**config.mk**
```make
export PLATFORM = sky130hd
export DESIGN_NAME = terminal_column_width
export DESIGN_NICKNAME = d
export VERILOG_FILES = /design/src/rtl/tcw_pkg.sv /design/src/rtl/tcw_step.sv /design/src/rtl/terminal_column_width.sv
export SDC_FILE = /design/constraint.sdc
export NUM_CORES = 1
export LEC_CHECK = 0
export ABC_AREA = 1
export BUFFER_PORTS_ARGS = -buffer_cell sky130_fd_sc_hd__buf_2
export CORE_MARGIN = 2
export CORE_UTILIZATION = 30
export CTS_BUF_LIST = sky130_fd_sc_hd__clkbuf_16
export DETAILED_ROUTE_END_ITERATION = 8
export HOLD_SLACK_MARGIN = 0.02
export MAX_ROUTING_LAYER = met4
export PLACE_DENSITY = 0.47
export SETUP_SLACK_MARGIN = 0.4
export SLEW_MARGIN = 20
export SYNTH_ARGS = -nofsm -noshare
export SYNTH_HDL_FRONTEND = slang
export SYNTH_SLANG_ARGS = --single-unit
```
**constraint.sdc**
```tcl
create_clock -name clk -period 5.1 [get_ports clk]
set_input_delay 0.51 -clock clk [delete_from_list [all_inputs] [get_ports clk]]
set_output_delay 0.51 -clock clk [all_outputs]
set_load 0.01 [all_outputs]
```
**src/rtl/tcw_pkg.sv**
```systemverilog
package tcw_pkg;

  // Width of the running column counter (8 to 32).
  localparam int COUNT_BITS = 16;
  localparam int WIDTH_BITS = 16;
  localparam int CP_BITS    = 21;

  localparam logic [7:0] ESC_BYTE   = 8'h1B;
  localparam logic [7:0] ESC_END_M  = 8'h6D;  // 'm'
  localparam logic [7:0] ESC_END_J  = 8'h4A;  // 'J'
  localparam logic [7:0] LEAD_MIN   = 8'h80;
  localparam logic [7:0] LEAD3_MIN  = 8'hE0;
  localparam logic [7:0] LEAD4_MIN  = 8'hF0;
  localparam logic [5:0] CONT_MASK  = 6'h3F;

  typedef logic [COUNT_BITS-1:0] count_t;
  typedef logic [CP_BITS-1:0]    cp_t;

  typedef struct packed {
    logic       in_escape;
    logic [1:0] bytes_pending;
    cp_t        code_point;
    count_t     width_count;
  } scan_state_t;

  localparam scan_state_t SCAN_RESET = '0;

  // Wide (two-column) code point ranges: emoji, Hangul jamo, CJK, fullwidth.
  function automatic logic is_wide(input cp_t cp);
    logic wide;
    wide = cp inside {[21'h1F000:21'h1F9FF], [21'h01100:21'h0115F],
                      [21'h02E80:21'h0303E], [21'h03041:21'h033BF],
                      [21'h0FF01:21'h0FF60]};
    return wide;
  endfunction

  // Clamp the counter to the result field.
  function automatic logic [WIDTH_BITS-1:0] clamp_width(input count_t c);
    logic [31:0] wide;
    wide = 32'(c);
    return (wide > 32'h0000_FFFF) ? 16'hFFFF : wide[WIDTH_BITS-1:0];
  endfunction

endpackage

```
**src/rtl/tcw_step.sv**
```systemverilog
module tcw_step (
  input  tcw_pkg::scan_state_t  state,
  input  logic [7:0]            text_byte,
  input  logic                  end_of_string,
  output tcw_pkg::scan_state_t  state_next,
  output logic [tcw_pkg::WIDTH_BITS-1:0] column_width
);

  tcw_pkg::scan_state_t s1;
  tcw_pkg::cp_t         cp_fill;
  logic [1:0]           add_cols;
  logic [tcw_pkg::COUNT_BITS:0] sum;
  tcw_pkg::count_t      count_new;

  // Byte decode; at most one character completes per byte.
  always_comb begin
    s1       = state;
    add_cols = 2'd0;
    cp_fill  = '0;
    if (state.bytes_pending != 2'd0) begin
      s1.code_point    = {state.code_point[tcw_pkg::CP_BITS-7:0],
                          text_byte[5:0] & tcw_pkg::CONT_MASK};
      s1.bytes_pending = state.bytes_pending - 2'd1;
      if (s1.bytes_pending == 2'd0) begin
        add_cols = tcw_pkg::is_wide(s1.code_point) ? 2'd2 : 2'd1;
      end
    end else if (text_byte == tcw_pkg::ESC_BYTE) begin
      s1.in_escape = 1'b1;
    end else if (state.in_escape) begin
      if (text_byte == tcw_pkg::ESC_END_M || text_byte == tcw_pkg::ESC_END_J) begin
        s1.in_escape = 1'b0;
      end
    end else if (text_byte >= tcw_pkg::LEAD_MIN) begin
      if (text_byte < tcw_pkg::LEAD3_MIN) begin
        s1.code_point    = tcw_pkg::cp_t'(text_byte[4:0]);
        s1.bytes_pending = 2'd1;
      end else if (text_byte < tcw_pkg::LEAD4_MIN) begin
        s1.code_point    = tcw_pkg::cp_t'(text_byte[3:0]);
        s1.bytes_pending = 2'd2;
      end else begin
        s1.code_point    = tcw_pkg::cp_t'(text_byte[2:0]);
        s1.bytes_pending = 2'd3;
      end
    end else begin
      add_cols = 2'd1;
    end

    // Truncated sequence at end of string: missing groups are zero.
    if (end_of_string && s1.bytes_pending != 2'd0) begin
      case (s1.bytes_pending)
        2'd1:    cp_fill = {s1.code_point[tcw_pkg::CP_BITS-7:0], 6'd0};
        2'd2:    cp_fill = {s1.code_point[tcw_pkg::CP_BITS-13:0], 12'd0};
        2'd3:    cp_fill = {s1.code_point[tcw_pkg::CP_BITS-19:0], 18'd0};
        default: cp_fill = s1.code_point;
      endcase
      add_cols = tcw_pkg::is_wide(cp_fill) ? 2'd2 : 2'd1;
    end
  end

  // Saturating count update.
  always_comb begin
    sum       = {1'b0, state.width_count} + (tcw_pkg::COUNT_BITS+1)'(add_cols);
    count_new = sum[tcw_pkg::COUNT_BITS] ? '1 : sum[tcw_pkg::COUNT_BITS-1:0];
    column_width = tcw_pkg::clamp_width(count_new);
    if (end_of_string) begin
      state_next = tcw_pkg::SCAN_RESET;
    end else begin
      state_next             = s1;
      state_next.width_count = count_new;
    end
  end

endmodule

```
**src/rtl/terminal_column_width.sv**
```systemverilog
// Terminal column width of a byte string.
//
// Text channel: one byte per transfer (text_byte, end_of_string), with
// text_valid / text_stall. end_of_string marks the last byte of a string.
// Width channel: one column_width per string, with width_valid / width_stall,
// sent for the transfer that carries end_of_string. Escape sequences
// (0x1B up to 'm' or 'J') are skipped; UTF-8 wide ranges count two columns.
//
// Timing: a byte is registered at the input, decoded from that register and
// the result lands in the output register: width_valid rises when the final
// byte moves on from the input register. Throughput: one byte per cycle while
// no final byte waits on a stalled result, set by the combinational
// decode/count update of the scan state.
// Stall: a pending result holds in the output register; only a final byte
// waits behind it, ordinary bytes keep flowing. The text side stalls only
// while the input register holds a final byte that cannot move.
// Reset: rst (sync, active high) empties both registers and clears the scan
// state; after each result the state returns to reset on its own.
module terminal_column_width (
  input  logic        clk,
  input  logic        rst,
  input  logic        text_valid,
  output logic        text_stall,
  input  logic [7:0]  text_byte,
  input  logic        end_of_string,
  output logic        width_valid,
  input  logic        width_stall,
  output logic [tcw_pkg::WIDTH_BITS-1:0] column_width
);

  // Input register
  logic       hold_valid;
  logic [7:0] hold_byte;
  logic       hold_eos;

  tcw_pkg::scan_state_t state;
  tcw_pkg::scan_state_t state_next;
  logic [tcw_pkg::WIDTH_BITS-1:0] width_next;

  logic advance;
  logic load_result;
  logic out_free;

  assign out_free    = !width_valid || !width_stall;
  assign advance     = hold_valid && (!hold_eos || out_free);
  assign load_result = advance && hold_eos;
  assign text_stall  = hold_valid && !advance;

  always_ff @(posedge clk) begin
    if (rst) begin
      hold_valid <= 1'b0;
    end else if (!text_stall) begin
      hold_valid <= text_valid;
    end
  end

  always_ff @(posedge clk) begin
    if (text_valid && !text_stall) begin
      hold_byte <= text_byte;
      hold_eos  <= end_of_string;
    end
  end

  tcw_step u_step (
    .state        (state),
    .text_byte    (hold_byte),
    .end_of_string(hold_eos),
    .state_next   (state_next),
    .column_width (width_next)
  );

  always_ff @(posedge clk) begin
    if (rst) begin
      state <= tcw_pkg::SCAN_RESET;
    end else if (advance) begin
      state <= state_next;
    end
  end

  // Output register
  always_ff @(posedge clk) begin
    if (rst) begin
      width_valid <= 1'b0;
    end else if (load_result) begin
      width_valid <= 1'b1;
    end else if (!width_stall) begin
      width_valid <= 1'b0;
    end
  end

  always_ff @(posedge clk) begin
    if (load_result) begin
      column_width <= width_next;
    end
  end

  // Assertions
  a_stall_needs_item: assert property (@(posedge clk) disable iff (rst)
    text_stall |-> hold_valid && hold_eos)
    else $error("text stalled without a blocked final byte");

  a_no_overwrite: assert property (@(posedge clk) disable iff (rst)
    load_result |-> !width_valid || !width_stall)
    else $error("result register overwritten while stalled");

  a_state_cleared: assert property (@(posedge clk) disable iff (rst)
    load_result |=> state.width_count == '0 && state.bytes_pending == 2'd0 &&
                    !state.in_escape)
    else $error("scan state not cleared after end of string");

  a_escape_no_pending: assert property (@(posedge clk) disable iff (rst)
    state.in_escape |-> state.bytes_pending == 2'd0)
    else $error("escape open with continuation bytes pending");

endmodule

```
==> flow_metrics.tcl <==
set metrics [dict create \
    start_util_pct 30.6 \
    rrSetupSlack_ns 0.84 \
    cts.sinks 67 \
    cts_made_buffers 9 \
    setup-tns-final_ns 0 \
    required_ns 5.35 \
    maxCapViolCount 0 \
    cts_hold_buf 0 \
    crit_family "simple AND/OR/NAND/NOR gates" \
    critPathCaptureType "flop" \
    cts.path.max_buffers 2 \
    grt_pass1_wl_um 21900 \
    min_path_type "in2reg" \
    slowest_stage "dfxtp_1" \
    netlist_instances 685 \
    drt-wirelength-per-cell_um 14.9 \
    powerDensity_nw_per_um2 276 \
    slew_headroom_pct 41.6 \
    synth_cell_types 42 \
    fmax_mhz 235 \
    worstPathArrival_ns 4.51 \
    syn_area_per_cell_um2 6.47 \
    grt_pass1_vias 4287 \
    overflow 0 \
    clk_pin_slew_worst_paths_ns 0.06 \
    wirelength_um 13300 \
    dp_slack_ns 0.417 \
    p_leak_uw 0.00218 \
    power.share.clock_pct 46.7 \
    rsz0062_at_grt "false" \
    stdcell_area_um2 5080 \
    drcViolationCount 0 \
    outcome "completed" \
    grt_antenna_before_repair 0 \
    synth-main-ff-cell "dfxtp_1" \
    worst_clock_skew_ns 0.0120 \
    worst_pin_slew_ns 0.873 \
    dieArea_um2 15800 \
    dp_hpwl_um 9750 \
    firstDrtPassIters 5 \
    gp_congestion 0.893 \
    vias_per_cell 5.06 \
    p_sw_share_pct 26.3 \
    synth_area_um2 4430 \
    intPower_uw 1030 \
    clk_latency_ns 0.34 \
    slew_violations 0 \
    synthArstFlopShare_pct 0 \
    synth-seq-cells 67 \
    syn_nets 703 \
    p_seq_share_pct 41.0 \
    nets 721 \
    irDropWorstVdd_uv 143 \
    pin_count 31 \
    die_w_um 126 \
    htreeDepth 3 \
    cts_root_buffer "clkbuf_16" \
    setup_ws_ns 0.839 \
    setup_violations 0 \
    vias 4512 \
    dpl-instance-area_um2 4700 \
    cp-start-kind "flop" \
    worstPathMaxFanout 20 \
    nFillCells 1569 \
    ys_seq_area_share_pct 35.9 \
    grt_start_max_net_pins 43 \
    gr-usage-all-layers_pct 17.7 \
    cts_tree "built" \
    die_h_um 126 \
    hold_viol 0 \
    coreArea_um2 14500 \
    comb_power_share_pct 12.4 \
    dr.first_iter.drc_count 424 \
    ant_nets 0 \
    yosys_warnings 0 \
    switchingPower_uw 368 \
    timing.final.crit_share_pct 83.5 \
    area_delta_synth_final_pct 14.7 \
    min_period_ns 4.26 \
    antenna_cells 0 \
    final_layout_size_suffix_gt1_share_pct 12.1 \
    num_rows 44 \
    crit_type "reg2reg" \
    synth_edf_count 25 \
    port_buffers 30 \
    cp.buffers_inverters 4 \
    slowest_delay_ns 0.39 \
]
## layer usage
layer	up-vias	global-route usage, %	routed length [µm]
met5	-	-	0
met4	0	8.04	361
met3	29	3.25	622
met2	140	28.5	6330
met1	2057	21.5	6000
li1	2286	-	-
## Yosys cell counts, types with 2 or more instances
cell / number / area share, %
edfxtp_1: 25 / 17
nor2_4: 2 / 0.51
dfxtp_1: 42 / 19
nand2_1: 245 / 21
nor4_1: 2 / 0.28
o21ai_1: 3 / 0.34
nor2_2: 3 / 0.42
nand2_2: 10 / 1.4
o2111ai_1: 2 / 0.40
buf_6: 3 / 0.76
nor2_1: 56 / 4.7
xor2_1: 4 / 0.79
nand4_1: 14 / 2.0
a21oi_1: 46 / 5.2
inv_1: 59 / 5.0
nand3_1: 83 / 9.4
o21bai_1: 2 / 0.34
or2_2: 3 / 0.42
clkbuf_1: 16 / 1.4
buf_4: 3 / 0.51
buf_2: 6 / 0.68
ha_1: 4 / 1.1
a2111oi_0: 2 / 0.40
nand3b_1: 2 / 0.34
inv_2: 3 / 0.25
nor3_1: 15 / 1.7
o21ai_0: 15 / 1.7
## stage by stage
step	total power (µW)	cells	hold WS [ns]	util [%]
finish	1400	892	0.351	35.1
global route	1470	892	0.342	35.1
CTS	1410	891	0.340	34.6
detailed placement	753	875	0.459	32.5
global placement	754	875	0.454	32.5
floorplan	712	685	0.445	-
## cell usage in the layout (no fill, tap or decap), types with 3 or more instances in the layout
master,n
nand2_2,12
nand2_1,241
ha_1,3
nor2_1,55
dfxtp_1,42
inv_1,58
nor2_2,4
nand4_1,14
clkbuf_16,9
nor3_2,3
or2_2,3
edfxtp_1,25
a21oi_1,46
buf_2,30
nor3_1,13
inv_2,5
xor2_1,4
buf_4,3
nand3_1,82
o21ai_0,14
## state kept, by name, indices dropped and copies added, names as in the netlist
signal	count
hold_byte	8
state	40
hold_eos	1
hold_valid	1
column_width	16
width_valid	1
## final timing paths
check / startpoint / to / cells after the start
worst max-delay path: state[37] / state[10] / 29
worst min-delay path: text_byte[0] / hold_byte[0] / 1
worst max register to register: state[37] / state[10] / 29
worst min register to register: state[32] / state[32] / 2
## kinds of logic (layout without fill, tap and decap cells)
group           after synthesis  count (layout)  synth area share (%)
fa+ha+maj                     5               5                  1.58
flops                        67              67                  35.9
xor+xnor                      5               5                 0.988
buf+inv                      91             114                  8.70
compound gates               78              78                  9.83
simple gates                439             439                  43.0
## layout make-up
cell class,instances,area (µm²),share of cell area [%]
Clock buffer,9,225,4.43
Clock inverter,7,85.1,1.67
Inverter,63,239,4.70
Multi-Input combinational cell,527,2510,49.4
Sequential cell,67,1590,31.3
Tap cell,184,230,4.53
Timing Repair Buffer,35,199,3.92
## power groups by stage
| stage | combinational (µW) | sequential (µW) | clock [µW] |
|---|---|---|---|
| 2_1_floorplan | 131 | 581 | 0 |
| 3_3_place_gp | 168 | 586 | 0 |
| 3_5_place_dp | 167 | 586 | 0 |
| 4_1_cts | 168 | 574 | 668 |
| 5_1_grt | 194 | 575 | 698 |
| 6_report | 173 | 575 | 655 |
## repair_timing
| item | 4_1_cts | 5_1_grt |
|---|---|---|
| resized for setup | 1 | 17 |
| pin swaps | 0 | 1 |
| setup buffers | 0 | 1 |
| gates cloned | 0 | 0 |
| endpoints found under the setup margin | 1 | 32 |
Power figures use the tool's default switching activity.
